==> src/hw/rtl/indent_dedent_stack_unit_assert.svh <==
// Assertion macros for the indentation stack unit.
// Used by indent_dedent_stack_unit.sv; the includer must have clk_i and rst_ni in scope.
`ifndef INDENT_DEDENT_STACK_UNIT_ASSERT_SVH
`define INDENT_DEDENT_STACK_UNIT_ASSERT_SVH

// The consequent must hold in the same cycle as the antecedent.
`define IDDS_ASSERT_NOW(lbl, ante, cons, msg) \
  lbl: assert property (@(posedge clk_i) disable iff (!rst_ni) (ante) |-> (cons)) \
    else $error(msg);

// The consequent must hold in the cycle after the antecedent.
`define IDDS_ASSERT_NEXT(lbl, ante, cons, msg) \
  lbl: assert property (@(posedge clk_i) disable iff (!rst_ni) (ante) |=> (cons)) \
    else $error(msg);

`endif

==> src/hw/rtl/idds_pkg.sv <==
// Package for the indentation stack unit: sizes, codes and transaction types.
// Has no dependencies; used by idds_cell, indent_dedent_stack_unit and the testbench.
package idds_pkg;

  // Stack size and level width.
  localparam int unsigned STACK_DEPTH = 16;
  localparam int unsigned LEVEL_BITS  = 12;
  localparam int unsigned DEPTH_BITS  = $clog2(STACK_DEPTH + 1);

  // Field widths of a transaction and of the tab width register.
  localparam int unsigned COUNT_BITS = 8;
  localparam int unsigned TABW_BITS  = 5;
  localparam int unsigned RAW_BITS   = COUNT_BITS + TABW_BITS + 1;
  localparam int unsigned CALC_BITS  = (LEVEL_BITS > RAW_BITS) ? LEVEL_BITS : RAW_BITS;

  localparam logic [TABW_BITS-1:0]  TAB_WIDTH_RESET = TABW_BITS'(8);
  localparam logic [LEVEL_BITS-1:0] LEVEL_MAX       = '1;

  typedef enum logic {
    OP_LINE = 1'b0,
    OP_EOF  = 1'b1
  } idds_op_e;

  typedef enum logic [1:0] {
    KIND_INDENT   = 2'd0,
    KIND_DEDENT   = 2'd1,
    KIND_OVERFLOW = 2'd2
  } idds_kind_e;

  typedef struct packed {
    idds_op_e              op;
    logic [COUNT_BITS-1:0] space_count;
    logic [COUNT_BITS-1:0] tab_count;
  } idds_in_t;

  typedef struct packed {
    idds_kind_e            token_kind;
    logic [LEVEL_BITS-1:0] level;
    logic                  last;
  } idds_out_t;

  // Shift command broadcast along the row of stack cells.
  typedef struct packed {
    logic push;
    logic pop;
  } idds_shift_t;

endpackage

==> src/hw/rtl/idds_cell.sv <==
// One entry of the shifting level stack.
// Depends on idds_pkg for the level width and the shift command type.
module idds_cell (
  input  logic                              clk_i,
  input  idds_pkg::idds_shift_t             shift_i,
  input  logic [idds_pkg::LEVEL_BITS-1:0]   up_i,
  input  logic [idds_pkg::LEVEL_BITS-1:0]   down_i,
  output logic [idds_pkg::LEVEL_BITS-1:0]   level_o
);
  import idds_pkg::*;

  logic [LEVEL_BITS-1:0] level_q, level_d;

  // A push takes the entry from the neighbour nearer the top, a pop the one further down.
  always_comb begin
    level_d = level_q;
    if (shift_i.push) begin
      level_d = up_i;
    end else if (shift_i.pop) begin
      level_d = down_i;
    end
  end

  // Stack contents are undefined until written, so the entry has no reset.
  always_ff @(posedge clk_i) begin
    level_q <= level_d;
  end

  assign level_o = level_q;

endmodule

==> src/hw/rtl/indent_dedent_stack_unit.sv <==
// Order: an indent or overflow is emitted from S_EVAL, a line-start dedent from S_DEDENT after
// S_EVAL, and an end-of-input dedent from S_EOI; each result then sits in the output register.
// Any line or end of input holds in_stall_o high until the unit is back in S_IDLE, so no new
// one is taken before the last one's tokens are all emitted; a stalled waiting result holds emission.
// Reset: stack depth returns to zero and tab width to eight; stack cells are not cleared.
// The stack is a row of idds_cell instances; cell zero holds the top entry.
`include "indent_dedent_stack_unit_assert.svh"

module indent_dedent_stack_unit (
  input  logic                             clk_i,
  input  logic                             rst_ni,
  input  logic                             cfg_we_i,
  input  logic [idds_pkg::TABW_BITS-1:0]   cfg_wdata_i,
  input  logic                             in_valid_i,
  output logic                             in_stall_o,
  input  idds_pkg::idds_in_t               in_data_i,
  output logic                             out_valid_o,
  input  logic                             out_stall_i,
  output idds_pkg::idds_out_t              out_data_o
);
  import idds_pkg::*;

  typedef enum logic [1:0] {
    S_IDLE,
    S_EVAL,
    S_DEDENT,
    S_EOI
  } state_e;

  state_e                 state_q, state_d;
  logic [DEPTH_BITS-1:0]  depth_q, depth_d;
  logic [TABW_BITS-1:0]   tab_width_q;
  logic                   out_valid_q, out_valid_d;
  idds_out_t              out_q, emit_data;
  logic                   emit, emit_ok, accept;
  logic [LEVEL_BITS-1:0]  lvl_q, lvl_sat, top_level, next_top;
  logic [CALC_BITS-1:0]   lvl_raw;
  idds_shift_t            shift;
  logic [LEVEL_BITS-1:0]  cell_lvl [STACK_DEPTH];

  // Row of stack cells, each shifting towards its neighbours on push or pop.
  for (genvar i = 0; i < STACK_DEPTH; i++) begin : g_cell
    logic [LEVEL_BITS-1:0] up_lvl, down_lvl;
    if (i == 0) begin : g_first
      assign up_lvl = lvl_q;
    end else begin : g_mid
      assign up_lvl = cell_lvl[i-1];
    end
    if (i == STACK_DEPTH - 1) begin : g_end
      assign down_lvl = cell_lvl[i];
    end else begin : g_inner
      assign down_lvl = cell_lvl[i+1];
    end
    idds_cell u_cell (
      .clk_i   (clk_i),
      .shift_i (shift),
      .up_i    (up_lvl),
      .down_i  (down_lvl),
      .level_o (cell_lvl[i])
    );
  end

  // Indentation level of an incoming line, saturated to the level width.
  always_comb begin
    lvl_raw = CALC_BITS'(in_data_i.space_count)
            + CALC_BITS'(in_data_i.tab_count) * CALC_BITS'(tab_width_q);
    if (lvl_raw > CALC_BITS'(LEVEL_MAX)) begin
      lvl_sat = LEVEL_MAX;
    end else begin
      lvl_sat = lvl_raw[LEVEL_BITS-1:0];
    end
  end

  assign in_stall_o = (state_q != S_IDLE);
  assign accept     = in_valid_i && !in_stall_o;
  assign emit_ok    = !out_valid_q || !out_stall_i;
  assign top_level  = (depth_q != '0) ? cell_lvl[0] : '0;
  assign next_top   = (depth_q > DEPTH_BITS'(1)) ? cell_lvl[1] : '0;

  // Sequencer: compare, then push once (or flag overflow) or pop one entry per cycle while the output is not stalled.
  always_comb begin
    state_d     = state_q;
    depth_d     = depth_q;
    shift       = '0;
    emit        = 1'b0;
    emit_data   = '0;
    out_valid_d = out_valid_q && out_stall_i;
    case (state_q)
      S_IDLE: begin
        if (accept) begin
          state_d = (in_data_i.op == OP_EOF) ? S_EOI : S_EVAL;
        end
      end
      S_EVAL: begin
        if (lvl_q > top_level) begin
          if (emit_ok) begin
            emit            = 1'b1;
            emit_data.level = lvl_q;
            emit_data.last  = 1'b1;
            if (depth_q < DEPTH_BITS'(STACK_DEPTH)) begin
              emit_data.token_kind = KIND_INDENT;
              shift.push           = 1'b1;
              depth_d              = depth_q + DEPTH_BITS'(1);
            end else begin
              emit_data.token_kind = KIND_OVERFLOW;
            end
            state_d = S_IDLE;
          end
        end else if (lvl_q < top_level) begin
          state_d = S_DEDENT;
        end else begin
          state_d = S_IDLE;
        end
      end
      S_DEDENT: begin
        if (emit_ok) begin
          emit                 = 1'b1;
          shift.pop            = 1'b1;
          depth_d              = depth_q - DEPTH_BITS'(1);
          emit_data.token_kind = KIND_DEDENT;
          emit_data.level      = next_top;
          emit_data.last       = !((lvl_q < next_top) && (next_top != '0));
          if (emit_data.last) begin
            state_d = S_IDLE;
          end
        end
      end
      S_EOI: begin
        if (depth_q == '0) begin
          state_d = S_IDLE;
        end else if (emit_ok) begin
          emit                 = 1'b1;
          shift.pop            = 1'b1;
          depth_d              = depth_q - DEPTH_BITS'(1);
          emit_data.token_kind = KIND_DEDENT;
          emit_data.level      = '0;
          emit_data.last       = (depth_q == DEPTH_BITS'(1));
          if (emit_data.last) begin
            state_d = S_IDLE;
          end
        end
      end
      default: begin
        state_d = S_IDLE;
      end
    endcase
    if (emit) begin
      out_valid_d = 1'b1;
    end
  end

  // Control state, output valid and the tab width register.
  always_ff @(posedge clk_i or negedge rst_ni) begin
    if (!rst_ni) begin
      state_q     <= S_IDLE;
      depth_q     <= '0;
      out_valid_q <= 1'b0;
      tab_width_q <= TAB_WIDTH_RESET;
    end else begin
      state_q     <= state_d;
      depth_q     <= depth_d;
      out_valid_q <= out_valid_d;
      if (cfg_we_i) begin
        tab_width_q <= cfg_wdata_i;
      end
    end
  end

  // Payload registers: the line level and the pending result transaction.
  always_ff @(posedge clk_i) begin
    if (accept) begin
      lvl_q <= lvl_sat;
    end
    if (emit) begin
      out_q <= emit_data;
    end
  end

  assign out_valid_o = out_valid_q;
  assign out_data_o  = out_q;

  // Checks on the stack bookkeeping.
  `IDDS_ASSERT_NOW(a_depth_bound, 1'b1, depth_q <= DEPTH_BITS'(STACK_DEPTH), "stack depth overrun")
  `IDDS_ASSERT_NEXT(a_indent_push, emit && (emit_data.token_kind == KIND_INDENT), depth_q == $past(depth_q) + DEPTH_BITS'(1), "indent without push")
  `IDDS_ASSERT_NEXT(a_dedent_pop, emit && (emit_data.token_kind == KIND_DEDENT), depth_q == $past(depth_q) - DEPTH_BITS'(1), "dedent without pop")
  `IDDS_ASSERT_NEXT(a_eoi_empty, emit && (state_q == S_EOI) && emit_data.last, depth_q == '0, "stack not empty after end of input")

endmodule

==> config.mk <==
export PLATFORM = sky130hd
export DESIGN_NAME = indent_dedent_stack_unit
export DESIGN_NICKNAME = d
export VERILOG_FILES = /design/src/hw/rtl/idds_pkg.sv /design/src/hw/rtl/idds_cell.sv /design/src/hw/rtl/indent_dedent_stack_unit.sv
export VERILOG_INCLUDE_DIRS = /design/src /design/src/hw/rtl
export SDC_FILE = /design/constraint.sdc
export NUM_CORES = 1
export LEC_CHECK = 0
export ABC_AREA = 1
export CAP_MARGIN = 5
export CORE_MARGIN = 1.5
export CORE_UTILIZATION = 45
export CTS_CLUSTER_DIAMETER = 40
export CTS_CLUSTER_SIZE = 16
export DETAILED_ROUTE_END_ITERATION = 8
export DONT_BUFFER_PORTS = 1
export GPL_ROUTABILITY_DRIVEN = 0
export PLACE_DENSITY = 0.65
export SLEW_MARGIN = 15
export SYNTH_ARGS = -nofsm -noshare
export SYNTH_HDL_FRONTEND = slang
export SYNTH_SLANG_ARGS = --single-unit
==> constraint.sdc <==
create_clock -name clk_i -period 5.3 [get_ports clk_i]
set_input_delay 0.265 -clock clk_i [delete_from_list [all_inputs] [get_ports clk_i]]
set_output_delay 0.265 -clock clk_i [all_outputs]
set_load 0.02 [all_outputs]
# After elaboration in Yosys (flattened, before gate mapping)
# Cells that the tools add are included.
# Widths: inputs -> output; s select.
dict set report op_classes {
  eq_ne 14
  multipliers 1
  order_cmp 6
  n_mux 66
  shifts 0
  n_div 0
  n_reduce_logical 17
  bitwise_logic 0
  add_sub_neg 3
}
# cell n
set op_table {}
lappend op_table {{$mux 12} 32}
lappend op_table {{$pmux 15 s3} 1}
lappend op_table {{$mux 14} 3}
lappend op_table {{$mux 15} 2}
lappend op_table {{$mux 5} 5}
lappend op_table {{$lt 12x12->1} 2}
lappend op_table {{$mux 2} 11}
lappend op_table {{$pmux 5 s3} 1}
lappend op_table {{$add 8x13->14} 1}
lappend op_table {{$gt 14x12->1 const B} 1}
lappend op_table {{$ne 2x2->1 const B} 7}
lappend op_table {{$mul 8x5->13} 1}
lappend op_table {{$gt 12x12->1} 1}
lappend op_table {{$reduce_bool 12->1} 1}
lappend op_table {{$ne 3x3->1 const B} 3}
lappend op_table {{$mux 1} 8}
lappend op_table {{$pmux 2 s4} 1}
lappend op_table {{$reduce_and 6->1} 1}
lappend op_table {{$add 5x1->5 const B} 1}
lappend op_table {{$eq 5x1->1 const B} 1}
lappend op_table {{$gt 5x1->1 const B} 1}
lappend op_table {{$logic_not 5->1} 1}
lappend op_table {{$lt 5x5->1 const B} 1}
lappend op_table {{$reduce_and 5->1} 1}
lappend op_table {{other kinds (12)} 19}
dict set report word_totals {
  reg_bits 232
  romBits 0
  mem_bits_rw 0
  latch_bits 0
  wordCells 131
  in_bits 27
  mem_count 0
}

# Longest topological paths before layout
dict set report depth {
  ltp_word 7
  ltp_mapped 19
  ltp_nobuf 18
}

# By module
# Synthesis repeated with hierarchy kept, for this count alone.
dict set report hier_totals {
  hier_cells 1338
  area_unflattened_um2 12465.7
}
# module cells_per_inst area_per_inst_um2 instances seq_area_each_um2
set modules_own_cells {}
lappend modules_own_cells {idds_cell 52 524.3 16 360.3}
lappend modules_own_cells {indent_dedent_stack_unit 506 4077.7 1 1137.3}

# Least setup slack after synthesis
# Ideal clock, no wire load.
dict set report synth_path {
  path_type {register -> register}
  start {register depth_q[0]}
  end {register g_cell[0].u_cell.level_q[0], enable pin}
  slack_ps 441
  path_buffers 2
  setup_ps 454
  stages_incl_launch_ff 17
  arrival_time_ps 4405
  path_cell_list {dfrtp_1 inv_1 ha_1 nand3_1 clkbuf_1 nand2_1 ha_1 nand2_1 nor3_2 nand2_1 nand3_1 and2_4 nand2_4 nor2_8 buf_6 nor2_4 inv_2}
}
dict set report synth_via {
  elab_chain_cells 6
}
# element line
set synth_lines {}
lappend synth_lines {{start, declared} indent_dedent_stack_unit.sv:31} ;# logic [DEPTH_BITS-1:0] depth_q, depth_d;
lappend synth_lines {{start signal, assigned} indent_dedent_stack_unit.sv:161} ;# depth_q <= depth_d;
lappend synth_lines {{$reduce_bool 5->1 or $lt 5x5->1 (tied branches)} {indent_dedent_stack_unit.sv:77, indent_dedent_stack_unit.sv:100}}
lappend synth_lines {{$mux 12 or $mux 1 (tied branches)} {indent_dedent_stack_unit.sv:77, indent_dedent_stack_unit.sv:100}}
lappend synth_lines {{$gt 12x12->1 or $mux 1 (tied branches)} {indent_dedent_stack_unit.sv:95, indent_dedent_stack_unit.sv:96}}
lappend synth_lines {{$mux 1} indent_dedent_stack_unit.sv:95} ;# if (lvl_q > top_level) begin
lappend synth_lines {{$mux 1} indent_dedent_stack_unit.sv:88} ;# case (state_q)
lappend synth_lines {{$reduce_bool 2->1 (no line) (*)} -}
lappend synth_lines {{end signal, assigned} idds_cell.sv:26} ;# level_q <= level_d;
lappend synth_lines {{end, declared} idds_cell.sv:12} ;# logic [LEVEL_BITS-1:0] level_q, level_d;
# Every way passes the cells marked *; elsewhere a longest branch is shown, timed or not.
# A chain may end at the register's enable or synchronous reset.

# Final worst setup path
dict set report layout_path {
  start {register tab_width_q[3]}
  end {register lvl_q[6], in the netlist g_cell[0].up_lvl[6], data pin}
}
dict set report layout_via {
  elab_chain_cells 3
}
# element line
set layout_lines {}
lappend layout_lines {{start, declared} indent_dedent_stack_unit.sv:32} ;# logic [TABW_BITS-1:0] tab_width_q;
lappend layout_lines {{start signal, assigned} indent_dedent_stack_unit.sv:164} ;# tab_width_q <= cfg_wdata_i;
lappend layout_lines {{$mul 8x5->13 (*)} indent_dedent_stack_unit.sv:66} ;# + CALC_BITS'(in_data_i.tab_count) * CALC_BITS'(tab_width_q);
lappend layout_lines {{$add 8x13->14 (*)} indent_dedent_stack_unit.sv:66}
lappend layout_lines {{$gt 14x12->1} indent_dedent_stack_unit.sv:67} ;# if (lvl_raw > CALC_BITS'(LEVEL_MAX)) begin
lappend layout_lines {{end signal, assigned} indent_dedent_stack_unit.sv:172} ;# lvl_q <= lvl_sat;
lappend layout_lines {{end, declared} indent_dedent_stack_unit.sv:36} ;# logic [LEVEL_BITS-1:0] lvl_q, lvl_sat, top_level, next_top;
# Marks and branches as above.

==> reports/qor.yml <==
sta:
  whs_ns: 0.02154
  timing.final.crit_period_ns: 4.269
  finalSetupViolCount: 0
  hold_viol: 0
  fmax_ghz: 0.2342
  rsz0062_at_grt: "false"
  report.final.slew_viol_count: 0
  slew_headroom: 0.3893
  min_period_over_period: 0.8055
  skew_ns: 0.03348
  worst_pin_slew_ns: 0.9127
  fin_tns_setup_ns: 0
worst_hold_path:
  holdPathEnd: "out_valid_o"
  hold_class: "in2reg"
  whs_path_depth: 2
  hold_start: "out_stall_i"
synthesis:
  synth_top_cell_by_area: "edfxtp_1"
  syn_inst: 1180
  synth_area_um2: 12010
  yosys_warnings: 0
  synth.net_count: 1283
  yosysSeqAreaShare: 0.5747
  ys_types: 36
  synth_edf_count: 219
  avgSynthCellArea_um2: 10.18
  ys_top_cells_by_count: "363 x nand2_1, 219 x edfxtp_1, 169 x inv_1"
  yosysMostFrequentCell: "nand2_1"
  synth_top_area_frac: 0.5475
  synth_ff_type: "edfxtp_1"
  synth_area_leaders: "edfxtp_1 55%, nand2_1 11%, inv_1 5.3%"
  synth-seq-cells: 232
  synthArstFlopShare: 0.05603
grt:
  antenna_found_initial: 0
  grt_pass1_wl_um: 37440
  top_usage_layer: "met2"
  grtUsageMet2: 0.2647
  grt_usage: 0.1641
  overflow: 0
  use_met1: 0.2233
  grt_pass1_vias: 7626
  grt_use_met3: 0.03503
  grt_max_degree: 132
finish:
  postLayoutCellArea_um2: 13440
  drive_gt1_frac: 0.06837
  fill_cells: 2355
  diodes: 0
  area_growth_pct: 11.91
  fin_cells: 1549
  fin_nets: 1291
outcome:
  status: "finished, final reports clean"
critical_path:
  rrSetupSlack_ns: 1.03
  path_class: "reg2reg"
  worst_ep_required_time_ns: 5.50
  crit_fanout: 12
  crit_arrival_ns: 4.47
  cp-start-kind: "flip-flop"
  critPathCaptureType: "flip-flop"
  rr_startpoint: "tab_width_q[3]"
  reg2reg_depth: 15
  r2r_end: "g_cell[0].up_lvl[6]"
placement:
  port-buffer-count: 0
  dpl_cell_area_um2: 12200
  place_hpwl_um: 14350
  dp_cells: 1475
clock_tree:
  clkSinkCount: 232
  root_buffer: "clkbuf_16"
  worstSkewPairLatency_ns: 0.51
  cts_max_level: 2
  cts_made_buffers: 34
  cts_tree: "done"
  cts_buffer_depth: 3
  cts.clk_slew.worst_paths_ns: 0.05
detailed_routing:
  vias: 7815
  totalWireLength_um: 22010
  detail-route-antenna-nets: 0
  drt-pass1-iter-count: 5
  vias_per_cell: 5.045
  drc_errors: 0
  first_iter_violations: 555
  wire_per_inst_um: 14.21
floorplanning:
  die_x_um: 166.4
  die_h_um: 166.4
  ios: 44
  core_area_um2: 26130
  placementRows: 59
  start_util: 0.4596
  dieArea_um2: 27680
power:
  p_total_w: 0.01018
  ir_worst_vdd_v: 0.0004104
  clock_power_share: 0.215
  internal_power_w: 0.006254
  p_per_area_nw_per_um2: 757.0
  p_comb_frac: 0.362
  switching_share: 0.3854
  switching_power_w: 0.003921
  p_leak_nw: 5.808
  seq_power_share: 0.422
job:
  max-cap-violations: 0
[layout by cell type, fill, tap and decap left out, types with 2 or more instances in the layout]
master | netlist | final
nand2_1 | 363 | 363
edfxtp_1 | 219 | 219
inv_1 | 169 | 169
o21ai_0 | 92 | 92
o21ai_1 | 80 | 80
ha_1 | 50 | 50
clkbuf_16 | 0 | 34
fa_1 | 26 | 26
a21oi_1 | 22 | 22
nor2_1 | 20 | 20
nand3_1 | 14 | 14
dfrtp_1 | 12 | 12
dlygate4sd3_1 | 0 | 12
inv_6 | 0 | 9
xor2_1 | 9 | 9
o22ai_1 | 8 | 8
buf_4 | 3 | 7
nand4_1 | 6 | 6
o211ai_1 | 6 | 6
xnor2_1 | 6 | 6
mux2_2 | 5 | 5
nor3_1 | 4 | 4
a31oi_1 | 4 | 4
clkinv_2 | 0 | 4
buf_12 | 0 | 4
clkinvlp_4 | 0 | 3
clkinv_4 | 0 | 3
clkbuf_1 | 15 | 3
o21bai_1 | 2 | 2
clkinv_8 | 0 | 2
bufinv_16 | 0 | 2
[metal layers]
layer,part of all wire,vias to the layer above
met3,0.049,39
met5,0,-
met2,0.46,149
li1,-,3932
met1,0.47,3695
met4,0.019,0
[through the flow]
stage	setup slack, ns	utilization
final	1.031	0.5144
after global routing	0.5945	0.5144
after CTS	0.9989	0.5144
after detailed placement	1.025	0.4668
after global placement	1.081	0.4668
after floorplan	0.4410	-
[final cells by class]
type,instances,area (µm²),share of cell area
Clock buffer,38,875.8,0.06516
Clock inverter,24,246.5,0.01834
Inverter,172,653.1,0.04859
Multi-Input combinational cell,725,4091,0.3044
Sequential cell,232,6903,0.5135
Tap cell,335,419.2,0.03118
Timing Repair Buffer,23,252.7,0.01880
[power groups by stage]
stage / clock network [W] / logic, W / registers [W]
2_1_floorplan: 0 / 0.00294 / 0.00424
3_3_place_gp: 0 / 0.00361 / 0.00430
3_5_place_dp: 0 / 0.00369 / 0.00432
4_1_cts: 0.00225 / 0.00373 / 0.00430
5_1_grt: 0.00232 / 0.00429 / 0.00441
6_report: 0.00219 / 0.00368 / 0.00430
[critical path, cell delays in order (launching register included)]
cell,delay [ns]
dfstp_2,0.61
nand2_1,0.07
inv_1,0.07
fa_1,0.44
fa_1,0.54
inv_1,0.05
fa_1,0.53
inv_1,0.04
ha_1,0.37
a21oi_1,0.20
o21ai_0,0.13
nand2_1,0.08
nand4_1,0.09
xor2_1,0.16
nor2_1,0.50
nand2_1,0.12
[cell families (layout without fill, tap and decap cells)]
group                    count (synthesis)  in the layout  synth area share
AND/OR/NAND/NOR                        412            412            0.1354
flip-flops                             232            232            0.5747
buffers and inverters                  223            257           0.08469
AO/OA/AOI/OAI                          217            217           0.09417
adder cells (fa/ha/maj)                 76             76           0.09542
XOR/XNOR                                15             15           0.01094
multiplexers                             5              5          0.004687
[what timing repair did]
item,CTS,global route
endpoints found under the setup margin,0,0
setup buffers,0,0
hold buffers,12,0
gates resized for setup,0,0
endpoints found under the hold margin,19,0
[worst max path at each step]
stage	startpoint	to	slack [ns]
after floorplan	depth_q[0]	g_cell[0].u_cell.level_o[0]	0.44
after global placement	tab_width_q[3]	g_cell[0].up_lvl[11]	1.08
after detailed placement	tab_width_q[3]	g_cell[0].up_lvl[6]	1.02
after CTS	tab_width_q[3]	g_cell[0].up_lvl[10]	1.0
after global routing	tab_width_q[4]	g_cell[0].up_lvl[6]	0.59
final	tab_width_q[3]	g_cell[0].up_lvl[6]	1.03
[sequential cells by signal (all words and copies together), names as in the netlist]
signal	cells
out_valid_o	1
g_cell.u_cell.level_o	192
out_data_o	15
tab_width_q	5
g_cell.up_lvl	12
depth_q	5
state_q	2
No activity file was read; power rests on OpenSTA's default activity.
